--- config.mk ---
export PLATFORM = sky130hd
export DESIGN_NAME = keyword_score_argmax_confirm
export DESIGN_NICKNAME = d
export VERILOG_FILES = /design/src/hw/rtl/kwsac_pkg.sv /design/src/hw/rtl/keyword_score_argmax_confirm.sv /design/src/hw/rtl/kwsac_pending.sv
export SDC_FILE = /design/constraint.sdc
export NUM_CORES = 1
export LEC_CHECK = 0
export BUFFER_PORTS_ARGS = -buffer_cell sky130_fd_sc_hd__buf_2
export CAP_MARGIN = 0
export CORE_ASPECT_RATIO = 1.1
export CORE_MARGIN = 3
export CORE_UTILIZATION = 61
export CTS_CLUSTER_DIAMETER = 200
export DETAILED_ROUTE_END_ITERATION = 7
export PLACE_DENSITY = 0.77
export SYNTH_ARGS = -nofsm -noshare
export SYNTH_HDL_FRONTEND = slang
export SYNTH_HIERARCHICAL = 1
export SYNTH_SLANG_ARGS = --single-unit
--- constraint.sdc ---
create_clock -name i_clk -period 6.4 [get_ports i_clk]
set_input_delay 1.92 -clock i_clk [delete_from_list [all_inputs] [get_ports i_clk]]
set_output_delay 1.92 -clock i_clk [all_outputs]
set_load 0.01 [all_outputs]
--- src/hw/rtl/kwsac_pkg.sv ---
// Types and constants of the keyword score argmax confirmation block.
package kwsac_pkg;

    localparam int CATEGORIES_DEF = 4;

    localparam int SCORE_W   = 8;
    localparam int DIFF_W    = 9;
    localparam int CODE_W    = 8;
    localparam int CAT_W     = 6;
    localparam int TIME_W    = 32;
    localparam int TIMEOUT_W = 16;
    localparam int CFG_IDX_W = 2;
    localparam int CFG_DAT_W = 16;

    localparam logic [SCORE_W-1:0]   ZERO_POINT_RST = 8'd0;
    localparam logic [CODE_W-1:0]    RECORD_THR_RST = 8'd204;
    localparam logic [CODE_W-1:0]    DIRECT_THR_RST = 8'd243;
    localparam logic [TIMEOUT_W-1:0] TIMEOUT_RST    = 16'd1000;

    typedef enum logic [1:0] {
        OUT_BELOW   = 2'd0,
        OUT_DIRECT  = 2'd1,
        OUT_CONFIRM = 2'd2,
        OUT_RECORD  = 2'd3
    } t_outcome;

    typedef enum logic [CFG_IDX_W-1:0] {
        CFG_ZERO_POINT = 2'd0,
        CFG_RECORD_THR = 2'd1,
        CFG_DIRECT_THR = 2'd2,
        CFG_TIMEOUT    = 2'd3
    } t_cfg_index;

    typedef struct packed {
        logic [CODE_W-1:0]    record_thr;
        logic [CODE_W-1:0]    direct_thr;
        logic [TIMEOUT_W-1:0] timeout_ms;
    } t_thresholds;

    typedef struct packed {
        t_outcome outcome;
        logic     fired;
    } t_decision;

endpackage

--- src/hw/rtl/keyword_score_argmax_confirm.sv ---
// Top level: running argmax over class scores with threshold and confirmation.
// A last score passes the input register, then its decision fills the result register.
// Throughput: one class score per cycle; a result stalled at the output holds
// the pipeline only when the next last score reaches the decision stage.
// Reset (i_rst_n low at a clock edge) empties both stages, clears the argmax and
// pending detection, and loads the register defaults 0, 204, 243 and 1000.
module keyword_score_argmax_confirm #(
    parameter int CATEGORIES = kwsac_pkg::CATEGORIES_DEF
) (
    input  logic                                i_clk,
    input  logic                                i_rst_n,
    // score channel
    input  logic                                i_in_valid,
    output logic                                o_in_ready,
    input  logic signed [kwsac_pkg::SCORE_W-1:0] i_score,
    input  logic                                i_last,
    input  logic [kwsac_pkg::TIME_W-1:0]        i_time_ms,
    // result channel
    output logic                                o_out_valid,
    input  logic                                i_out_ready,
    output logic [1:0]                          o_outcome,
    output logic                                o_fired,
    output logic [kwsac_pkg::CAT_W-1:0]         o_category,
    output logic [kwsac_pkg::CODE_W-1:0]        o_score_code,
    // configuration channel
    input  logic                                i_cfg_valid,
    output logic                                o_cfg_ready,
    input  logic [kwsac_pkg::CFG_IDX_W-1:0]     i_cfg_index,
    input  logic [kwsac_pkg::CFG_DAT_W-1:0]     i_cfg_data
);

    localparam int POS_W = $clog2(CATEGORIES);
    localparam logic [POS_W-1:0] POS_LAST = POS_W'(CATEGORIES - 1);

    // ---------------------------------------------------------------
    // Configuration registers; the user must write them only while the block is
    // idle. The block does not enforce this, and the port accepts every transfer.
    // ---------------------------------------------------------------
    logic [kwsac_pkg::SCORE_W-1:0] r_zero_point;
    kwsac_pkg::t_thresholds        r_thr;

    assign o_cfg_ready = 1'b1;

    always_ff @(posedge i_clk) begin
        if (!i_rst_n) begin
            r_zero_point     <= kwsac_pkg::ZERO_POINT_RST;
            r_thr.record_thr <= kwsac_pkg::RECORD_THR_RST;
            r_thr.direct_thr <= kwsac_pkg::DIRECT_THR_RST;
            r_thr.timeout_ms <= kwsac_pkg::TIMEOUT_RST;
        end else if (i_cfg_valid) begin
            unique case (kwsac_pkg::t_cfg_index'(i_cfg_index))
                kwsac_pkg::CFG_ZERO_POINT: r_zero_point     <= i_cfg_data[7:0];
                kwsac_pkg::CFG_RECORD_THR: r_thr.record_thr <= i_cfg_data[7:0];
                kwsac_pkg::CFG_DIRECT_THR: r_thr.direct_thr <= i_cfg_data[7:0];
                kwsac_pkg::CFG_TIMEOUT:    r_thr.timeout_ms <= i_cfg_data;
                default:                   r_zero_point     <= r_zero_point;
            endcase
        end
    end

    // ---------------------------------------------------------------
    // Stage 1: input register. Advance into stage 2 unless a last score
    // sits here and the result register is still full.
    // ---------------------------------------------------------------
    logic                           r_s1_valid;
    logic [kwsac_pkg::SCORE_W-1:0]  r_s1_score;
    logic                           r_s1_last;
    logic [kwsac_pkg::TIME_W-1:0]   r_s1_time;
    logic                           out_free;
    logic                           s1_adv;
    logic                           s1_eval;

    assign out_free   = !o_out_valid || i_out_ready;
    assign s1_adv     = r_s1_valid && (!r_s1_last || out_free);
    assign s1_eval    = s1_adv && r_s1_last;
    assign o_in_ready = !r_s1_valid || s1_adv;

    always_ff @(posedge i_clk) begin
        if (!i_rst_n) begin
            r_s1_valid <= 1'b0;
        end else if (o_in_ready) begin
            r_s1_valid <= i_in_valid;
        end
    end

    // Payload: load on every input transfer, hold otherwise.
    always_ff @(posedge i_clk) begin
        if (i_in_valid && o_in_ready) begin
            r_s1_score <= i_score;
            r_s1_last  <= i_last;
            r_s1_time  <= i_time_ms;
        end
    end

    // ---------------------------------------------------------------
    // Stage 2: running argmax. The best value starts at zero, so only a
    // strictly positive difference wins; ties keep the earlier class.
    // ---------------------------------------------------------------
    logic [POS_W-1:0]               r_pos;
    logic [kwsac_pkg::CODE_W-1:0]   r_best_diff;
    logic [POS_W-1:0]               r_best_idx;
    logic signed [kwsac_pkg::DIFF_W-1:0] diff;
    logic                           take_new;
    logic [kwsac_pkg::CODE_W-1:0]   cur_diff;
    logic [POS_W-1:0]               cur_idx;
    logic [kwsac_pkg::CAT_W-1:0]    cur_cat;

    assign diff = $signed({r_s1_score[kwsac_pkg::SCORE_W-1], r_s1_score})
                - $signed({r_zero_point[kwsac_pkg::SCORE_W-1], r_zero_point});
    assign take_new = diff > $signed({1'b0, r_best_diff});
    assign cur_diff = take_new ? diff[kwsac_pkg::CODE_W-1:0] : r_best_diff;
    assign cur_idx  = take_new ? r_pos : r_best_idx;
    assign cur_cat  = kwsac_pkg::CAT_W'(cur_idx);

    always_ff @(posedge i_clk) begin
        if (!i_rst_n) begin
            r_pos       <= '0;
            r_best_diff <= '0;
            r_best_idx  <= '0;
        end else if (s1_adv) begin
            if (r_s1_last) begin
                // Start the next inference from scratch.
                r_pos       <= '0;
                r_best_diff <= '0;
                r_best_idx  <= '0;
            end else begin
                // Wrap the class position past the last category.
                r_pos       <= (r_pos == POS_LAST) ? '0 : r_pos + POS_W'(1);
                r_best_diff <= cur_diff;
                r_best_idx  <= cur_idx;
            end
        end
    end

    // Threshold compare and pending-detection bookkeeping on the last score.
    kwsac_pkg::t_decision decision;

    kwsac_pending u_pending (
        .i_clk      (i_clk),
        .i_rst_n    (i_rst_n),
        .i_eval     (s1_eval),
        .i_code     (cur_diff),
        .i_cat      (cur_cat),
        .i_now      (r_s1_time),
        .i_thr      (r_thr),
        .o_decision (decision)
    );

    // ---------------------------------------------------------------
    // Result register: fill on the last score, drop on an output transfer.
    // ---------------------------------------------------------------
    always_ff @(posedge i_clk) begin
        if (!i_rst_n) begin
            o_out_valid <= 1'b0;
        end else if (s1_eval) begin
            o_out_valid <= 1'b1;
        end else if (i_out_ready) begin
            o_out_valid <= 1'b0;
        end
    end

    always_ff @(posedge i_clk) begin
        if (s1_eval) begin
            o_outcome    <= decision.outcome;
            o_fired      <= decision.fired;
            o_category   <= cur_cat;
            o_score_code <= cur_diff;
        end
    end

endmodule

--- src/hw/rtl/kwsac_pending.sv ---
// Threshold decision and pending-detection state of the keyword block.
module kwsac_pending (
    input  logic                             i_clk,
    input  logic                             i_rst_n,
    input  logic                             i_eval,
    input  logic [kwsac_pkg::CODE_W-1:0]     i_code,
    input  logic [kwsac_pkg::CAT_W-1:0]      i_cat,
    input  logic [kwsac_pkg::TIME_W-1:0]     i_now,
    input  kwsac_pkg::t_thresholds           i_thr,
    output kwsac_pkg::t_decision             o_decision
);

    logic                          r_pend_valid;
    logic [kwsac_pkg::CAT_W-1:0]   r_pend_cat;
    logic [kwsac_pkg::TIME_W-1:0]  r_pend_time;
    logic                          n_pend_valid;
    logic [kwsac_pkg::CAT_W-1:0]   n_pend_cat;
    logic [kwsac_pkg::TIME_W-1:0]  n_pend_time;

    logic [kwsac_pkg::TIME_W-1:0]  elapsed;
    logic                          in_window;
    logic                          same_cat;

    // Elapsed time wraps modulo 2^32.
    assign elapsed   = i_now - r_pend_time;
    assign in_window = elapsed < kwsac_pkg::TIME_W'(i_thr.timeout_ms);
    assign same_cat  = r_pend_valid && (r_pend_cat == i_cat);

    always_comb begin
        o_decision.outcome = kwsac_pkg::OUT_BELOW;
        o_decision.fired   = 1'b0;
        n_pend_valid       = 1'b0;
        n_pend_cat         = '0;
        n_pend_time        = '0;
        priority if (i_code <= i_thr.record_thr) begin
            o_decision.outcome = kwsac_pkg::OUT_BELOW;
        end else if (i_code > i_thr.direct_thr) begin
            o_decision.outcome = kwsac_pkg::OUT_DIRECT;
            o_decision.fired   = 1'b1;
        end else if (same_cat && in_window) begin
            o_decision.outcome = kwsac_pkg::OUT_CONFIRM;
            o_decision.fired   = 1'b1;
        end else begin
            // Record a new pending detection.
            o_decision.outcome = kwsac_pkg::OUT_RECORD;
            n_pend_valid       = 1'b1;
            n_pend_cat         = i_cat;
            n_pend_time        = i_now;
        end
    end

    always_ff @(posedge i_clk) begin
        if (!i_rst_n) begin
            r_pend_valid <= 1'b0;
            r_pend_cat   <= '0;
            r_pend_time  <= '0;
        end else if (i_eval) begin
            r_pend_valid <= n_pend_valid;
            r_pend_cat   <= n_pend_cat;
            r_pend_time  <= n_pend_time;
        end
    end

endmodule

==> metrics.md <==
| Metric | Value |
|---|---|
| Critical Path RT | roughly 6.6 ns |
| Pwr dens | 251 nW/um^2 |
| Max_slew headroom | 22.9% |
| Post-synth top area share | roughly a fifth |
| RSZ-0062 raised after global routing | false |
| Clk Latency, worst-skew pair | 0.43 ns |
| Average size of a mapped cell | 9.21 um^2 |
| Worst path cell trace | inv_1, ha_1, inv_1, fa_1, a211oi_1, o21ai_0, o21ai_0, xnor2_1, ha_1, o21a_1, a21oi_1, a311oi_2, a21boi_4, buf_4, mux2_1, xnor2_1, nand3_1, nor4_1, o2111ai_1, a2111o_1, or3_4, nor4b_4, buf_6, a21oi_2 |
| Leakage | 0.00401 uW |
| Number of synthesized register bits | between 100 and 150 |
| Vias per cell | ~6 |
| Run status | finished clean |
| Root Driver | clkbuf_16 |
| DRT Wirelength | 21.7 mm |
| Finished Layout Cells | 1277 |
| Final hold vios | 0 |
| Crit path DAT | 6.13 ns |
| Fin nets | 1217 |
| Yosys warning total | 6 |
| Cell with the most instances after synthesis | nand2_1 |
| Crit path largest cell delay | 0.42 ns |
| Maxcap violations | 0 |
| H-tree depth | 4 |
| Wire per inst | 17.0 um |
| Startpoint Class | flop |
| Async SR Flop Fraction | 0% |
| Port bufs | slightly below 80 |
| Dpl cells | 1245 |
| Tmin final | 5.96 ns |
| Crit share post-route | approximately 93% |
| Critical path's slowest cell | fa_1 |
| Number of inserted diodes | 0 |
| Count of cell types in the netlist | 75 |
| Initial antenna violation count | 1 |
| Share of layout cells above drive strength 1 | between 20 and 25% |
| GR Layer Usage met3 | around 5.3% |
| Core box area | 14700 um^2 |
| Busiest grt layer | met2 |
| Final setup viols | 0 |
| M2 GR Usage | between 40 and 50% |
| Cells after synthesis | 1009 |
| Met1 usage | 33.4% |
| Die width | 124 um |
| Hold-fix buffers at CTS | 0 |
| Max-slew violation count | 0 |
| CTS tree | built |
| Min Hold Slack | 0.462 ns |
| Worst-path clk slew | around 0.06 ns |
| Max Clk Rate | 168 MHz |
| Via Count | 7620 |
| Seq/Total Area, Yosys | 37.5% |
| Worst min-delay path class | flop to flop |
| Synth top area cells | dfxtp_1 (20%), edfxtp_1 (17%), ha_1 (11%) |
| # DRC | 0 |
| Number of synthesized flops with an enable pin | 54 |
| Post-synth top cells | nand2_1 (117), dfxtp_1 (93), inv_1 (92), ha_1 (79), a21oi_1 (61) |
| Vias in the first global route | 7333 |
| Inserted Clock Buffers | 17 |
| # clock sinks | about 150 |
| Clock skew | 0.0101 ns |
| First-pass GRT wire length | 35.9 mm |
| Max VDD drop | ~0.20 mV |
| Area growth from synthesis to layout | 12.4% |
| Synth area leader | dfxtp_1 |
| Die height | roughly 140 um |
| Std-Cell Rows | 46 |
| CP Capture Type | flop |
| Post-route ant nets | 0 |
| Largest net degree at the start of global routing | 79 |
| Routability Congestion | 0.938 |
| Initial Util | 63.3% |
| Syn Std Cell Area | 9290 um^2 |
| CTS max path bufs | 2 |
| Most used flip-flop cell after synthesis | dfxtp_1 |
| Drt first pass iters | 5 |
| GRT Overall Usage | 27.0% |
| Worst Max-Slew Pin Slew | 1.16 ns |
| GRT overflow | 0 |
| Setup CP Type | flop to flop |
| Detailed Place HPWL | 15.3 mm |
| Crit-path max FO | 28 |
| Final Util | 71.2% |
| Top Ports | between 80 and 90 |
| Die ar. | 16800 um^2 |
| Setup Total Neg Slack | 0 ns |
| Initial DRC count | 506 |
[routing by layer]
| metal | up-vias | wire length, um |
|---|---|---|
| met5 | - | 13 |
| met4 | 2 | 396 |
| met3 | 41 | 1110 |
| met2 | 205 | 10900 |
| met1 | 3644 | 9290 |
| li1 | 3728 | - |
[worst max-delay path, delay by kind of cell, from the launching register on]
| kind | cells | cell delay [ns] |
|---|---|---|
| mux | 1 | 0.40 |
| simple gates | 4 | 0.97 |
| buf+inv | 4 | 0.77 |
| compound gates | 10 | 1.95 |
| xor+xnor | 2 | 0.38 |
| fa+ha+maj | 3 | 0.83 |
| flops | 1 | 0.36 |
[state kept, by name (all words and copies together) (netlist names), 2 cells and up]
signal                 cells
r_s1_time                 32
r_thr                     32
u_pending/r_pend_time     32
o_score_code               8
r_best_diff                8
r_s1_score                 8
r_zero_point               8
u_pending/r_pend_cat       6
o_category                 2
o_outcome                  2
r_best_idx                 2
r_pos                      2
[layout by cell type, fill, tap and decap left out, drive strengths merged, types with 26 or more instances in the layout]
| cell type | count |
|---|---|
| a22oi | 40 |
| a211oi | 45 |
| edfxtp | 54 |
| o21ai | 33 |
| nor2b | 26 |
| a21oi | 96 |
| ha | 79 |
| nand3 | 26 |
| dfxtp | 93 |
| nor2 | 46 |
| inv | 93 |
| nand2 | 122 |
| buf | 90 |
[per-stage QoR]
stage          setup WS (ns)  instance area, um^2  total power [uW]
5_1_grt               0.0359                10400              2740
4_1_cts                0.275                10400              2640
3_5_place_dp           0.262                 9790              1550
2_1_floorplan           1.03                 9330              1430
3_3_place_gp           0.542                 9790              1540
6_report               0.435                10400              2620
[logic make-up after synthesis]
| logic type | after synthesis | share of synthesized area [%] |
|---|---|---|
| fa+ha+maj | 81 | 11.1 |
| simple gates | 277 | 14.3 |
| other cells | 2 | 0.0808 |
| mux | 7 | 0.821 |
| buf+inv | 149 | 7.04 |
| compound gates | 313 | 26.1 |
| xor+xnor | 33 | 3.11 |
| flops | 147 | 37.5 |
[power breakdown]
part | switching [uW] | internal, uW
logic | 315 | 192
registers | 21.5 | 1010
clock network | 398 | 685
total | 734 | 1890
[final timing paths]
kind | cells after the start | to | start | slack [ns]
setup / recovery | 24 | o_outcome[0] | r_s1_score[0] | 0.44
hold / removal | 2 | r_thr[13] | r_thr[13] | 0.46
setup reg to reg | 24 | o_outcome[0] | r_s1_score[0] | 0.44
hold reg to reg | 2 | r_thr[13] | r_thr[13] | 0.46
[repair_timing]
action / in CTS / in global routing
endpoints found under the setup margin: 0 / 23
resized for setup: 0 / 2
buffers inserted: 0 / 0
[cell type report]
class	instances	area (um^2)
clock inverter	11	174
clock buffer	21	470
multi-input combinational	724	5250
inverter	92	345
sequential	147	3480
timing repair buffer	90	484
fill	1142	4230
tap	192	240
No activity file was read; power rests on OpenSTA's default activity.
